--- src/rtl/core/sedd_pkg.sv ---
`timescale 1ns / 1ps
// ----------------------------------------------------------------------------
// sedd_pkg
// Shared constants, command codes, types and size helpers for the serpentine
// error diffusion dither.
// ----------------------------------------------------------------------------
package sedd_pkg;

    localparam int MAX_WIDTH  = 1024;
    localparam int MAX_HEIGHT = 1024;

    localparam int CFG_W  = 11;
    localparam int CIDX_W = 1;
    localparam int COL_W  = $clog2(MAX_WIDTH);
    localparam int POS_W  = $clog2(MAX_WIDTH + 1);
    localparam int ROWC_W = $clog2(MAX_HEIGHT);
    localparam int HGT_W  = $clog2(MAX_HEIGHT + 1);

    localparam logic [1:0] CMD_START = 2'd0;
    localparam logic [1:0] CMD_SEED  = 2'd1;
    localparam logic [1:0] CMD_PIXEL = 2'd2;

    localparam logic [CIDX_W-1:0] REG_WIDTH  = 1'b0;
    localparam logic [CIDX_W-1:0] REG_HEIGHT = 1'b1;

    localparam logic [CFG_W-1:0] WIDTH_RST  = 11'd1024;
    localparam logic [CFG_W-1:0] HEIGHT_RST = 11'd768;

    localparam logic signed [10:0] SUM_THRESH = 11'sd127;
    localparam logic signed [10:0] SUM_FULL   = 11'sd255;
    localparam logic signed [7:0]  SEED_BIAS  = 8'sd7;

    typedef struct packed {
        logic [1:0]       cmd;
        logic [7:0]       pixel_value;
        logic [3:0]       noise_value;
        logic [COL_W-1:0] addr;
        logic             wr_seed;
        logic             rev;
        logic             acc_clr;
        logic             emit;
        logic             row_end;
        logic             frame_end;
    } t_stage;

    function automatic logic [POS_W-1:0] f_eff_width(input logic [CFG_W-1:0] v);
        logic [31:0] x;
        x = 32'(v);
        if (x < 32'd8) x = 32'd8;
        if (x > 32'(MAX_WIDTH)) x = 32'(MAX_WIDTH);
        x[2:0] = 3'd0;
        return POS_W'(x);
    endfunction

    function automatic logic [HGT_W-1:0] f_eff_height(input logic [CFG_W-1:0] v);
        logic [31:0] x;
        x = 32'(v);
        if (x < 32'd2) x = 32'd2;
        if (x > 32'(MAX_HEIGHT)) x = 32'(MAX_HEIGHT);
        x[0] = 1'b0;
        return HGT_W'(x);
    endfunction

    function automatic logic signed [7:0] f_seed(input logic [3:0] noise);
        return $signed({4'd0, noise}) - SEED_BIAS;
    endfunction

endpackage

--- src/rtl/core/sedd_out_if.sv ---
`timescale 1ns / 1ps
// ----------------------------------------------------------------------------
// sedd_out_if
// Output channel: one packed byte of dithered pixels with its position flags.
// ----------------------------------------------------------------------------
interface sedd_out_if;
    logic       valid;
    logic       ready;
    logic [7:0] packed_bits;
    logic [6:0] byte_index;
    logic       row_end;
    logic       frame_end;

    modport source (output valid, packed_bits, byte_index, row_end, frame_end,
                    input ready);
    modport sink   (input valid, packed_bits, byte_index, row_end, frame_end,
                    output ready);
endinterface

--- src/rtl/core/sedd_diffuse.sv ---
`timescale 1ns / 1ps
// ----------------------------------------------------------------------------
// sedd_diffuse
// Threshold and error diffusion for one item, bit packing and the output
// register.
// ----------------------------------------------------------------------------
module sedd_diffuse
    import sedd_pkg::*;
(
    input  logic              i_clk,
    input  logic              i_rst_n,
    input  logic              i_stage_v,
    input  t_stage            i_stage,
    input  logic signed [7:0] i_col_err,
    output logic              o_adv,
    output logic              o_wr_en,
    output logic [COL_W-1:0]  o_wr_addr,
    output logic signed [7:0] o_wr_data,
    sedd_out_if.source        m_out
);

    logic signed [7:0] r_carry;
    logic [7:0]        r_acc, n_acc;
    logic              r_out_v;
    logic [7:0]        r_bits;
    logic [6:0]        r_idx;
    logic              r_row_end, r_frame_end;

    logic signed [10:0] sum, e;
    logic signed [7:0]  err;
    logic               dark;
    logic [7:0]         base;
    logic               is_pix;

    assign is_pix = i_stage.cmd == CMD_PIXEL;
    assign o_adv  = i_stage_v && (!i_stage.emit || !r_out_v || m_out.ready);

    assign sum  = $signed({3'd0, i_stage.pixel_value}) + 11'(r_carry) + 11'(i_col_err);
    assign dark = !(sum > SUM_THRESH);
    assign e    = dark ? sum : sum - SUM_FULL;
    assign err  = 8'((e + $signed({10'd0, e[10]})) >>> 1);
    assign base = i_stage.acc_clr ? 8'd0 : r_acc;
    assign n_acc = i_stage.rev ? {dark, base[7:1]} : {base[6:0], dark};

    assign o_wr_en   = o_adv && (is_pix || i_stage.wr_seed);
    assign o_wr_addr = i_stage.addr;
    assign o_wr_data = is_pix ? err : f_seed(i_stage.noise_value);

    assign m_out.valid       = r_out_v;
    assign m_out.packed_bits = r_bits;
    assign m_out.byte_index  = r_idx;
    assign m_out.row_end     = r_row_end;
    assign m_out.frame_end   = r_frame_end;

    always_ff @(posedge i_clk) begin
        if (!i_rst_n) begin
            r_carry <= '0;
            r_acc   <= '0;
            r_out_v <= 1'b0;
        end else begin
            if (o_adv && is_pix && i_stage.emit) begin
                r_out_v <= 1'b1;
            end else if (m_out.ready) begin
                r_out_v <= 1'b0;
            end
            if (o_adv) begin
                case (i_stage.cmd)
                    CMD_START: begin
                        r_carry <= f_seed(i_stage.noise_value);
                        r_acc   <= '0;
                    end
                    CMD_PIXEL: begin
                        r_carry <= err;
                        r_acc   <= i_stage.emit ? 8'd0 : n_acc;
                    end
                    default: begin
                    end
                endcase
            end
        end
    end

    always_ff @(posedge i_clk) begin
        if (o_adv && is_pix && i_stage.emit) begin
            r_bits      <= n_acc;
            r_idx       <= 7'(i_stage.addr >> 3);
            r_row_end   <= i_stage.row_end;
            r_frame_end <= i_stage.frame_end;
        end
    end

endmodule

--- src/flat_wrapper.sv ---
// flat-port wrapper written by rule: the top's interface ports become plain ports
module sedd_diffuse_flat import sedd_pkg::*;
  (i_clk, i_rst_n, i_stage_v, i_stage, i_col_err, o_adv, o_wr_en, o_wr_addr, o_wr_data, m_out_valid, m_out_packed_bits, m_out_byte_index, m_out_row_end, m_out_frame_end, m_out_ready);
  sedd_out_if m_out_i ();
  input  logic i_clk;
  input  logic i_rst_n;
  input  logic i_stage_v;
  input  t_stage i_stage;
  input  logic signed [7:0] i_col_err;
  output logic o_adv;
  output logic o_wr_en;
  output logic [COL_W-1:0] o_wr_addr;
  output logic signed [7:0] o_wr_data;
  output wire logic [$bits(m_out_i.valid)-1:0] m_out_valid;
  output wire logic [$bits(m_out_i.packed_bits)-1:0] m_out_packed_bits;
  output wire logic [$bits(m_out_i.byte_index)-1:0] m_out_byte_index;
  output wire logic [$bits(m_out_i.row_end)-1:0] m_out_row_end;
  output wire logic [$bits(m_out_i.frame_end)-1:0] m_out_frame_end;
  input wire logic [$bits(m_out_i.ready)-1:0] m_out_ready;
  assign m_out_valid = m_out_i.valid;
  assign m_out_packed_bits = m_out_i.packed_bits;
  assign m_out_byte_index = m_out_i.byte_index;
  assign m_out_row_end = m_out_i.row_end;
  assign m_out_frame_end = m_out_i.frame_end;
  assign m_out_i.ready = m_out_ready;
  sedd_diffuse u_core (.i_clk(i_clk), .i_rst_n(i_rst_n), .i_stage_v(i_stage_v), .i_stage(i_stage), .i_col_err(i_col_err), .o_adv(o_adv), .o_wr_en(o_wr_en), .o_wr_addr(o_wr_addr), .o_wr_data(o_wr_data), .m_out(m_out_i));
endmodule
--- config.mk ---
export PLATFORM = sky130hd
export DESIGN_NAME = sedd_diffuse_flat
export DESIGN_NICKNAME = d
export VERILOG_FILES = /design/src/rtl/core/sedd_pkg.sv /design/src/rtl/core/sedd_out_if.sv /design/src/rtl/core/sedd_diffuse.sv /design/src/flat_wrapper.sv
export SDC_FILE = /design/constraint.sdc
export NUM_CORES = 1
export LEC_CHECK = 0
export BUFFER_PORTS_ARGS = -buffer_cell sky130_fd_sc_hd__buf_2
export CAP_MARGIN = 15
export CORE_MARGIN = 2
export CORE_UTILIZATION = 48
export CTS_CLUSTER_SIZE = 24
export DETAILED_ROUTE_END_ITERATION = 16
export PLACE_DENSITY = 0.86
export SLEW_MARGIN = 15
export SYNTH_ARGS = -nofsm -noshare
export SYNTH_HDL_FRONTEND = slang
export SYNTH_SLANG_ARGS = --single-unit
export TNS_END_PERCENT = 30
--- constraint.sdc ---
create_clock -name i_clk -period 6.5 [get_ports i_clk]
set_clock_uncertainty 0.05 [all_clocks]
set_input_delay 1.3 -clock i_clk [delete_from_list [all_inputs] [get_ports i_clk]]
set_output_delay 1.3 -clock i_clk [all_outputs]
set_load 0.02 [all_outputs]
==> summary.txt <==
Rows -> 27
final hold viol count -> 0
most used cell, CP -> nand2_1
Critical path buffers and inverters -> 4
layout cells sized above 1 -> 41.9%
mean post-synth cell area -> 9.68 µm²
Leakage -> 0.00159 µW
Startpoint Class -> input port
routability cong. -> 0.877
clock sink count -> 34
#FFs+latches synth -> 34
outcome -> finished, violations left
RSZ-0062 raised after global routing -> true
syn nets -> 354
Async SR Flop Fraction -> 0%
Pint -> 643 µW
period utilisation layout -> 100%
core area -> 5570 µm²
via count -> 2573
failing checks -> setup timing
Min-Delay Startpoint -> u_core.r_acc[3]
CTS tree -> built
Area Overhead vs Synth -> 31.0%
clock-pin slew of the registers on the worst-case setup and hold paths -> 80 ps
Top Family by Delay on Critical Path -> simple AND/OR/NAND/NOR gates
Final WS setup -> -17.9 ps
# hold bufs at CTS -> 0
initial antenna violation count -> 0
CP max FO -> 4
DRC Markers -> 0
Die X -> 80.3 µm
die span in y -> 80.3 µm
r2r endpoint -> u_core.r_carry[7]
Flop pwr share -> 22.8%
CTS max path bufs -> 2
pre-CTS setup slack -> -84.6 ps
total routed wirelength -> 7500 µm
Initial Util -> 50.2%
Critical Path RT -> 5150 ps
Worst path depth -> 17
average wire per standard cell -> 16.4 µm
Slew Viols, Final -> 0
hold slack -> 439 ps
top_reg_cell synth -> edfxtp_1
pin count of the biggest net entering global routing -> 19
post-layout min period -> 6520 ps
FMAX -> 0.153 GHz
crit path kind -> input port to output pin
number of buffers added on ports -> 73
crit-path max cell delay -> 550 ps
clock group share of total power -> 22.5%
synth unique cells -> 71
antenna-violating nets left -> 0
Comb power frac -> 54.8%
vias in the first global route -> 2400
cts bufs inserted -> 5
Cell Area, Synth -> 2800 µm²
Post-synth EDFFs -> 17
final setup fails -> 2
Total Nets Final -> 448
crit path DAT -> 5170 ps
total power -> 1040 µW
Hold Path Cell Cnt -> 2
NetSw -> 396 µW
worst hold-check path type -> flop to flop
ANT cells -> 0
Synth Warn # -> 0
grt total ovfl -> 0
gr usage total -> 22.7%
flop2flop setup slack -> 2340 ps
DRT Pass-1 Iters -> 4
HPWL Detailed -> 5510 µm
Worst-Skew Late Latency -> 290 ps
crit end category -> output pin
CTS H-tree lvls -> 2
switching portion of total power -> 38.1%
Worst-Margin Slew -> 807 ps
number of max-cap violations -> 0
end of the critical path -> o_wr_data[4]
gate count of the mapped netlist -> 289
full die area -> 6450 µm²
first-pass GRT wire length -> 11500 µm
CP max-delay cell -> fa_1
I/O pins -> 80
pwr/cell area -> 284 nW/µm²
worst r2r path cells -> 17
CTS root buf -> clkbuf_8
worst rel slew slack -> 46.2%
Setup crit start -> i_stage[21]
ordered cell list for the critical path -> buf_6, fa_1, ha_2, inv_2, fa_2, and3b_2, and2_4, nand3b_1, buf_4, a2111oi_2, o311ai_4, xor2_4, nand2_1, or4_4, nand3_2, nand2_1, buf_2
Starting DRT DRC Count -> 173
VDD IR max -> 164 µV
Reg2Reg Launch Point -> u_core.r_carry[3]
post-synthesis sequential area ratio -> 30.4%
vias per cell -> 5.64
-- how the worst min path moves through the flow --
| stage | end | slack [ps] |
|---|---|---|
| 2_1_floorplan | u_core.r_acc[2] | 400 |
| 3_3_place_gp | u_core.r_acc[5] | 420 |
| 3_5_place_dp | u_core.r_acc[3] | 430 |
| 4_1_cts | u_core.r_acc[3] | 450 |
| 5_1_grt | u_core.r_carry[1] | 470 |
| 6_report | u_core.r_acc[3] | 440 |
-- flip-flops by register name, indices dropped and copies added (netlist names) --
register,flops
u_core.r_carry,8
u_core.m_out.valid,1
u_core.m_out.frame_end,1
u_core.m_out.row_end,1
u_core.r_acc,8
u_core.m_out.packed_bits,8
u_core.m_out.byte_index,7
-- through the flow --
stage          std cells  instance area (µm²)  TNS (ps)  utilization [%]
6_report             456                 3660     -19.3             65.7
5_1_grt              456                 3660      -565             65.7
4_1_cts              450                 3530     -7.70             63.3
3_5_place_dp         439                 3280      -180             58.9
3_3_place_gp         439                 3280         0             58.9
2_1_floorplan        289                 2800         0                -
-- layout make-up --
class                           instances  area [µm²]
Clock buffer                            5        68.8
Clock inverter                          3        68.8
Fill cell                             425        1910
Inverter                               12        45.0
Multi-Input combinational cell        224        1900
Sequential cell                        34         851
Tap cell                               72        90.1
Timing Repair Buffer                  106         642
-- synth_stat cells (3+ instances only) --
library cell  number  area share [%]
nand3_1           13             2.3
o21ai_1            3            0.54
a21boi_0           9             2.4
ha_1              13             5.8
nand2b_1           4            0.89
nand3b_1           3            0.81
inv_1             12             1.6
nor3_1             5            0.89
fa_1              10             7.2
xor2_1             5             1.6
nor2b_1            7             1.6
or3_1              3            0.67
dfxtp_1           17              12
o21ai_0           12             2.1
o211a_1            3             1.1
nor2_1            19             2.6
mux2i_1            8             2.9
and2_1             3            0.67
a22oi_1            3            0.81
edfxtp_1          17              18
xnor2_1            9             2.8
nand2_1           24             3.2
buf_4             11             3.0
a21oi_1           16             2.9
-- worst min-delay path, cell delays in order (launching register included) --
cell,delay [ps]
dfxtp_1,330
nand2_1,60
a21boi_0,60
-- power groups by stage --
stage               Combinational (µW)  Sequential [µW]  Clock, µW
global route                       609              237        240
floorplan                          311              243          0
global placement                   444              241          0
finish                             569              236        233
CTS                                492              237        235
detailed placement                 453              241          0
-- logic make-up after synthesis --
| group | share of synthesized area (%) |
|---|---|
| compound gates | 22.2 |
| xor+xnor | 5.37 |
| fa+ha+maj | 13.0 |
| buf+inv | 7.11 |
| flops | 30.4 |
| mux | 2.86 |
| simple gates | 19.1 |
-- timing repair --
action | 4_1_cts | 5_1_grt
endpoints found under the setup margin | 4 | 7
pin swaps | 10 | 12
buffers inserted | 3 | 6
gates resized for setup | 24 | 15
-- layout by cell type (no fill, tap or decap), types with 3 or more instances in the layout --
master,instances
a21boi_0,8
a21oi_1,16
a22oi_1,3
buf_2,69
buf_4,32
buf_6,5
clkbuf_8,5
dfxtp_1,17
edfxtp_1,17
fa_1,9
ha_1,11
inv_1,10
mux2i_1,7
nand2_1,23
nand2b_1,4
nand3_1,12
nand3b_1,3
nor2_1,17
nor2b_1,7
nor3_1,5
o211a_1,3
o21ai_0,11
o21ai_1,3
xnor2_1,6
xnor2_2,3
xor2_1,5
-- layer usage --
layer  global-route usage (%)  up-vias  wire length [µm]
li1                         -     1239                 -
met1                     28.8     1235              3170
met2                     40.8       92              3910
met3                     2.70        7               332
met4                     5.76        0                89
met5                        0        -                 0
Note: power is estimated with default switching activity, not from simulation.
