File: src/rtl/core/sedd_pkg.sv
`timescale 1ns / 1ps
// ----------------------------------------------------------------------------
// sedd_pkg
// Shared constants, command codes, types and size helpers for the serpentine
// error diffusion dither.
// ----------------------------------------------------------------------------
package sedd_pkg;

    localparam int MAX_WIDTH  = 1024;
    localparam int MAX_HEIGHT = 1024;

    localparam int CFG_W  = 11;
    localparam int CIDX_W = 1;
    localparam int COL_W  = $clog2(MAX_WIDTH);
    localparam int POS_W  = $clog2(MAX_WIDTH + 1);
    localparam int ROWC_W = $clog2(MAX_HEIGHT);
    localparam int HGT_W  = $clog2(MAX_HEIGHT + 1);

    localparam logic [1:0] CMD_START = 2'd0;
    localparam logic [1:0] CMD_SEED  = 2'd1;
    localparam logic [1:0] CMD_PIXEL = 2'd2;

    localparam logic [CIDX_W-1:0] REG_WIDTH  = 1'b0;
    localparam logic [CIDX_W-1:0] REG_HEIGHT = 1'b1;

    localparam logic [CFG_W-1:0] WIDTH_RST  = 11'd1024;
    localparam logic [CFG_W-1:0] HEIGHT_RST = 11'd768;

    localparam logic signed [10:0] SUM_THRESH = 11'sd127;
    localparam logic signed [10:0] SUM_FULL   = 11'sd255;
    localparam logic signed [7:0]  SEED_BIAS  = 8'sd7;

    typedef struct packed {
        logic [1:0]       cmd;
        logic [7:0]       pixel_value;
        logic [3:0]       noise_value;
        logic [COL_W-1:0] addr;
        logic             wr_seed;
        logic             rev;
        logic             acc_clr;
        logic             emit;
        logic             row_end;
        logic             frame_end;
    } t_stage;

    function automatic logic [POS_W-1:0] f_eff_width(input logic [CFG_W-1:0] v);
        logic [31:0] x;
        x = 32'(v);
        if (x < 32'd8) x = 32'd8;
        if (x > 32'(MAX_WIDTH)) x = 32'(MAX_WIDTH);
        x[2:0] = 3'd0;
        return POS_W'(x);
    endfunction

    function automatic logic [HGT_W-1:0] f_eff_height(input logic [CFG_W-1:0] v);
        logic [31:0] x;
        x = 32'(v);
        if (x < 32'd2) x = 32'd2;
        if (x > 32'(MAX_HEIGHT)) x = 32'(MAX_HEIGHT);
        x[0] = 1'b0;
        return HGT_W'(x);
    endfunction

    function automatic logic signed [7:0] f_seed(input logic [3:0] noise);
        return $signed({4'd0, noise}) - SEED_BIAS;
    endfunction

endpackage

File: src/rtl/core/sedd_in_if.sv
`timescale 1ns / 1ps
// ----------------------------------------------------------------------------
// sedd_in_if
// Input channel: command, pixel and noise with a valid/ready handshake.
// ----------------------------------------------------------------------------
interface sedd_in_if;
    logic       valid;
    logic       ready;
    logic [1:0] cmd;
    logic [7:0] pixel_value;
    logic [3:0] noise_value;

    modport source (output valid, cmd, pixel_value, noise_value, input ready);
    modport sink   (input valid, cmd, pixel_value, noise_value, output ready);
endinterface

File: src/rtl/core/sedd_front.sv
`timescale 1ns / 1ps
// ----------------------------------------------------------------------------
// sedd_front
// Configuration registers, scan position bookkeeping and the input register.
// ----------------------------------------------------------------------------
module sedd_front
    import sedd_pkg::*;
(
    input  logic              i_clk,
    input  logic              i_rst_n,
    input  logic              i_cfg_we,
    input  logic [CIDX_W-1:0] i_cfg_idx,
    input  logic [CFG_W-1:0]  i_cfg_data,
    sedd_in_if.sink           s_in,
    input  logic              i_adv,
    output logic              o_stage_v,
    output t_stage            o_stage,
    output logic              o_rd_en,
    output logic [COL_W-1:0]  o_rd_addr
);

    logic [CFG_W-1:0]  r_width;
    logic [CFG_W-1:0]  r_height;
    logic [COL_W-1:0]  r_colpos, n_colpos;
    logic [POS_W-1:0]  r_seed, n_seed;
    logic              r_rev, n_rev;
    logic [ROWC_W-1:0] r_row, n_row;
    logic              r_v;
    t_stage            r_stage, n_stage;

    logic [POS_W-1:0]  w_eff;
    logic [HGT_W-1:0]  h_eff;
    logic              restart, rowwrap, rev, emit, row_done, frame_done, seed_ok;
    logic [COL_W-1:0]  pos, col;
    logic [ROWC_W-1:0] rowc;
    logic [POS_W-1:0]  pos_nx;
    logic [HGT_W-1:0]  row_nx;
    logic              acc;

    assign w_eff   = f_eff_width(r_width);
    assign h_eff   = f_eff_height(r_height);
    assign restart = POS_W'(r_colpos) >= w_eff;
    assign rowwrap = HGT_W'(r_row) >= h_eff;
    assign pos     = restart ? '0 : r_colpos;
    assign rev     = rowwrap ? 1'b0 : r_rev;
    assign rowc    = rowwrap ? '0 : r_row;
    assign col     = rev ? COL_W'(w_eff - POS_W'(1) - POS_W'(pos)) : pos;
    assign pos_nx  = POS_W'(pos) + POS_W'(1);
    assign emit    = pos_nx[2:0] == 3'd0;
    assign row_done   = emit && (pos_nx >= w_eff);
    assign row_nx     = HGT_W'(rowc) + HGT_W'(1);
    assign frame_done = row_done && (row_nx >= h_eff);
    assign seed_ok    = r_seed < w_eff;

    assign s_in.ready = !r_v || i_adv;
    assign acc        = s_in.valid && s_in.ready;
    assign o_rd_en    = acc;
    assign o_rd_addr  = col;
    assign o_stage_v  = r_v;
    assign o_stage    = r_stage;

    always_comb begin
        n_colpos = r_colpos;
        n_seed   = r_seed;
        n_rev    = r_rev;
        n_row    = r_row;
        n_stage.cmd         = s_in.cmd;
        n_stage.pixel_value = s_in.pixel_value;
        n_stage.noise_value = s_in.noise_value;
        n_stage.addr        = col;
        n_stage.wr_seed     = 1'b0;
        n_stage.rev         = rev;
        n_stage.acc_clr     = restart;
        n_stage.emit        = 1'b0;
        n_stage.row_end     = 1'b0;
        n_stage.frame_end   = 1'b0;
        case (s_in.cmd)
            CMD_START: begin
                n_colpos = '0;
                n_seed   = '0;
                n_rev    = 1'b0;
                n_row    = '0;
            end
            CMD_SEED: begin
                n_stage.addr    = COL_W'(r_seed);
                n_stage.wr_seed = seed_ok;
                if (seed_ok) begin
                    n_seed = r_seed + POS_W'(1);
                end
            end
            CMD_PIXEL: begin
                n_stage.emit      = emit;
                n_stage.row_end   = row_done;
                n_stage.frame_end = frame_done;
                n_colpos = row_done ? '0 : COL_W'(pos_nx);
                if (frame_done) begin
                    n_rev = 1'b0;
                    n_row = '0;
                end else if (row_done) begin
                    n_rev = !rev;
                    n_row = ROWC_W'(row_nx);
                end else begin
                    n_rev = rev;
                    n_row = rowc;
                end
            end
            default: begin
            end
        endcase
    end

    always_ff @(posedge i_clk) begin
        if (!i_rst_n) begin
            r_width  <= WIDTH_RST;
            r_height <= HEIGHT_RST;
        end else if (i_cfg_we) begin
            case (i_cfg_idx)
                REG_WIDTH:  r_width  <= i_cfg_data;
                REG_HEIGHT: r_height <= i_cfg_data;
                default: begin
                end
            endcase
        end
    end

    always_ff @(posedge i_clk) begin
        if (!i_rst_n) begin
            r_colpos <= '0;
            r_seed   <= '0;
            r_rev    <= 1'b0;
            r_row    <= '0;
            r_v      <= 1'b0;
        end else if (acc) begin
            r_colpos <= n_colpos;
            r_seed   <= n_seed;
            r_rev    <= n_rev;
            r_row    <= n_row;
            r_v      <= 1'b1;
        end else if (i_adv) begin
            r_v <= 1'b0;
        end
    end

    always_ff @(posedge i_clk) begin
        if (acc) begin
            r_stage <= n_stage;
        end
    end

endmodule

File: src/flat_wrapper.sv
// flat-port wrapper written by rule: the top's interface ports become plain ports
module sedd_front_flat import sedd_pkg::*;
  (i_clk, i_rst_n, i_cfg_we, i_cfg_idx, i_cfg_data, i_adv, o_stage_v, o_stage, o_rd_en, o_rd_addr, s_in_valid, s_in_cmd, s_in_pixel_value, s_in_noise_value, s_in_ready);
  sedd_in_if s_in_i ();
  input  logic i_clk;
  input  logic i_rst_n;
  input  logic i_cfg_we;
  input  logic [CIDX_W-1:0] i_cfg_idx;
  input  logic [CFG_W-1:0] i_cfg_data;
  input  logic i_adv;
  output logic o_stage_v;
  output t_stage o_stage;
  output logic o_rd_en;
  output logic [COL_W-1:0] o_rd_addr;
  input wire logic [$bits(s_in_i.valid)-1:0] s_in_valid;
  input wire logic [$bits(s_in_i.cmd)-1:0] s_in_cmd;
  input wire logic [$bits(s_in_i.pixel_value)-1:0] s_in_pixel_value;
  input wire logic [$bits(s_in_i.noise_value)-1:0] s_in_noise_value;
  output wire logic [$bits(s_in_i.ready)-1:0] s_in_ready;
  assign s_in_i.valid = s_in_valid;
  assign s_in_i.cmd = s_in_cmd;
  assign s_in_i.pixel_value = s_in_pixel_value;
  assign s_in_i.noise_value = s_in_noise_value;
  assign s_in_ready = s_in_i.ready;
  sedd_front u_core (.i_clk(i_clk), .i_rst_n(i_rst_n), .i_cfg_we(i_cfg_we), .i_cfg_idx(i_cfg_idx), .i_cfg_data(i_cfg_data), .s_in(s_in_i), .i_adv(i_adv), .o_stage_v(o_stage_v), .o_stage(o_stage), .o_rd_en(o_rd_en), .o_rd_addr(o_rd_addr));
endmodule
File: config.mk
export PLATFORM = sky130hd
export DESIGN_NAME = sedd_front_flat
export DESIGN_NICKNAME = d
export VERILOG_FILES = /design/src/rtl/core/sedd_pkg.sv /design/src/rtl/core/sedd_in_if.sv /design/src/rtl/core/sedd_front.sv /design/src/flat_wrapper.sv
export SDC_FILE = /design/constraint.sdc
export NUM_CORES = 1
export LEC_CHECK = 0
export BUFFER_PORTS_ARGS = -buffer_cell sky130_fd_sc_hd__buf_2
export CAP_MARGIN = 15
export CORE_MARGIN = 3
export CORE_UTILIZATION = 60
export CTS_BUF_LIST = sky130_fd_sc_hd__clkbuf_8
export CTS_CLUSTER_SIZE = 20
export DETAILED_ROUTE_END_ITERATION = 12
export GPL_TIMING_DRIVEN = 1
export MAX_ROUTING_LAYER = met4
export PLACE_DENSITY = 0.83
export SLEW_MARGIN = 40
export SYNTH_ARGS = -nofsm -noshare
export SYNTH_HDL_FRONTEND = slang
export SYNTH_SLANG_ARGS = --single-unit
File: constraint.sdc
create_clock -name i_clk -period 6.4 [get_ports i_clk]
set_input_delay 0.64 -clock i_clk [delete_from_list [all_inputs] [get_ports i_clk]]
set_output_delay 0.64 -clock i_clk [all_outputs]
set_load 0.01 [all_outputs]
==> results.sh <==
export IMPL_period_share_pct=88.4
export IMPL_finalSetupTns_ns=0
export IMPL_startpoint_type="flop"
export IMPL_max_slew_margin_pct=48.7
export IMPL_synth_seq_cells=84
export IMPL_critical_path_top_delay_family="compound AO/OA/AOI/OAI gates"
export IMPL_hold_viol=0
export IMPL_yosysUniqueCellTypes=63
export IMPL_synth_area_top_cells="dfxtp_1, edfxtp_1, ha_1"
export IMPL_busiest_layer="met2"
export IMPL_synth_cells=598
export IMPL_drive_gt1_share_pct=17.1
export IMPL_cp_num_buf_inv=1
export IMPL_hp_class="input pin to flop"
export IMPL_io_buffers=73
export IMPL_multi_input_area_um2=2960
export IMPL_grtUsageMet3_pct=5.21
export IMPL_cellPowerDensity_nw_per_um2=187
export IMPL_antenna_found_initial=0
export IMPL_finalCriticalPeriod_ns=5.66
export IMPL_yosysTopAreaCell="dfxtp_1"
export IMPL_status="finished, final reports clean"
export IMPL_hold_ws_ns=0.447
export IMPL_insertion_delay_ns=0.37
export IMPL_grt_pass1_wl_um=21900
export IMPL_core_area_um2=8260
export IMPL_first_pass_iters=7
export IMPL_post_cts_buffers=0
export IMPL_end_kind="flop"
export IMPL_seqCellArea_um2=1980
export IMPL_cp_max_fo=17
export IMPL_cpPeakStageDelay_ns=0.52
export IMPL_drt_initial_drc_count=244
export IMPL_syn2layout_area_growth_pct=12.0
export IMPL_clk_root_buffer_cell="clkbuf_8"
export IMPL_synth_fp_nets=681
export IMPL_avgSynthCellArea_um2=8.57
export IMPL_p_leak_nw=2.43
export IMPL_grt_pass1_vias=4500
export IMPL_dieWidth_um=98.4
export IMPL_synth_top_cell_area_share_pct=21.1
export IMPL_grt_usage_pct=28.9
export IMPL_grt_max_degree=31
export IMPL_synth_most_common_cell="nand2_1"
export IMPL_clk_pin_slew_ns=0.10
export IMPL_grt_overflow=0
export IMPL_grt_use_met2_pct=47.1
export IMPL_cts_sinks=84
export IMPL_final_nets=746
export IMPL_seq_area_frac_synth_pct=38.7
export IMPL_async_reset_ff_share_pct=0
export IMPL_slew_violations=0
export IMPL_routed_wl_um=13300
export IMPL_final_util_pct=69.5
export IMPL_cts_tree="built"
export IMPL_met1_usage_pct=36.0
export IMPL_die_area_um2=9680
export IMPL_yosys_warnings=0
export IMPL_rsz0062_at_grt="false"
export IMPL_crit_arrival_ns=5.94
export IMPL_finClkSkew_ns=0.0138
export IMPL_synth_edf_count=30
export IMPL_dp_hpwl_um=10200
export IMPL_drv_cap=0
export IMPL_setup_viol=0
export IMPL_worstMarginPinSlew_ns=0.764
export IMPL_die_y_um=98.4
export IMPL_max_freq_ghz=0.177
export IMPL_critPathSlowestCell="or4_1"
export IMPL_cts_buffers=9
export IMPL_antenna_left=0
export IMPL_netlist_top_cells_count="nand2_1, dfxtp_1, ha_1"
export IMPL_worstPathRequired_ns=6.69
export IMPL_vias=4585
export IMPL_peakVddDrop_mv=0.124
export IMPL_hold_buffers=0
export IMPL_antenna_cells=0
export IMPL_drc=0
export IMPL_nFillCells=680
export IMPL_gp_congestion=1.01
export IMPL_wl_per_cell_um=17.1
export IMPL_crit_path_cell_trace="or4_1 > o21ai_0 > nand2_1 > ha_1 > a211oi_1 > o32ai_1 > a21oi_2 > buf_4 > and2_1 > ha_1 > nand3_1 > nor2_1 > nand2_1 > xor2_1 > nor2_1 > ha_1 > a2111oi_0 > o21ai_1 > a21oi_1 > nor2_2 > o31ai_2 > nand2_1 > a31oi_1"
export IMPL_cts_resized_gates=0
export IMPL_ys_flop_type="dfxtp_1"
export IMPL_cts_path_max_buffers=2
export IMPL_syn_cell_area_um2=5120
export IMPL_critPathKind="flop to flop"
export IMPL_start_util_pct=62.0
export IMPL_num_io_pins=74
export IMPL_vias_per_cell=5.93
export IMPL_h_tree_depth=3
export IMPL_placementRows=33
## area by class of cell
| class | count | share of cell area [%] |
|---|---|---|
| Clock buffer | 9 | 2.16 |
| Clock inverter | 7 | 1.03 |
| Tap cell | 105 | 2.29 |
| Timing Repair Buffer | 75 | 6.63 |
| Sequential cell | 84 | 34.6 |
| Inverter | 27 | 1.77 |
| Multi-Input combinational cell | 466 | 51.6 |
## path summary, 6_finish.rpt
| kind | startpoint | endpoint | slack [ns] | cells past startpoint |
|---|---|---|---|---|
| hold reg to reg | u_core.r_width[0] | u_core.r_width[0] | 0.46 | 2 |
| setup reg to reg | u_core.r_width[1] | u_core.r_row[5] | 0.74 | 23 |
| setup / recovery | u_core.r_width[1] | u_core.r_row[5] | 0.74 | 23 |
| hold / removal | s_in_pixel_value[3] | u_core.o_stage[23] | 0.45 | 1 |
## kinds of logic after synthesis
logic type	after synthesis	synth area share, %
AO/OA/AOI/OAI	127	15.9
XOR/XNOR	28	4.79
adder cells (fa/ha/maj)	52	12.8
buffers and inverters	48	3.57
flip-flops	84	38.7
multiplexers	6	1.32
AND/OR/NAND/NOR	253	22.9
## cell usage in the layout (no fill, tap or decap), drive strengths merged, types with 5 or more instances in the layout
cell type	Yosys	routed
o211ai	7	7
nand2b	6	6
and2	6	6
and3	6	6
a211o	5	5
a211oi	7	7
ha	51	51
nand2	117	117
nor2	52	52
nand4	10	10
a31oi	16	16
buf	3	75
nor4	6	6
o21a	5	5
o21ai	27	27
xnor2	16	16
mux2	6	6
nand3	20	20
dfxtp	54	54
a21oi	44	44
edfxtp	30	30
xor2	12	12
inv	26	31
clkbuf	18	9
nor3	12	12
## power breakdown
part	switching, mW	leakage (nW)	total [mW]	internal [mW]
registers	0.00849	0.735	0.580	0.572
clock network	0.216	0.0979	0.365	0.148
logic	0.0825	1.59	0.129	0.0461
total	0.307	2.43	1.07	0.766
## metrics by stage
step / power [mW] / setup WS [ns] / instances / area (um2)
finish: 1.07 / 0.743 / 773 / 5740
floorplan: 0.674 / 1.78 / 598 / 5120
global placement: 0.716 / 0.943 / 757 / 5550
global route: 1.12 / 0.368 / 773 / 5740
detailed placement: 0.720 / 0.909 / 757 / 5550
CTS: 1.08 / 0.832 / 773 / 5740
## flip-flops by register name (all words and copies together), names as in the netlist
register	cells
u_core.o_stage	30
u_core.r_seed	11
u_core.r_width	11
u_core.r_colpos	10
u_core.r_height	10
u_core.r_row	10
u_core.o_stage_v	1
u_core.r_rev	1
## layer usage
layer | vias to the layer above | share of wire [%]
met5 | - | 0
met4 | 0 | 2.8
met3 | 37 | 4.9
met2 | 149 | 49
met1 | 2133 | 44
li1 | 2266 | -
(Power assumes the default switching activity.)
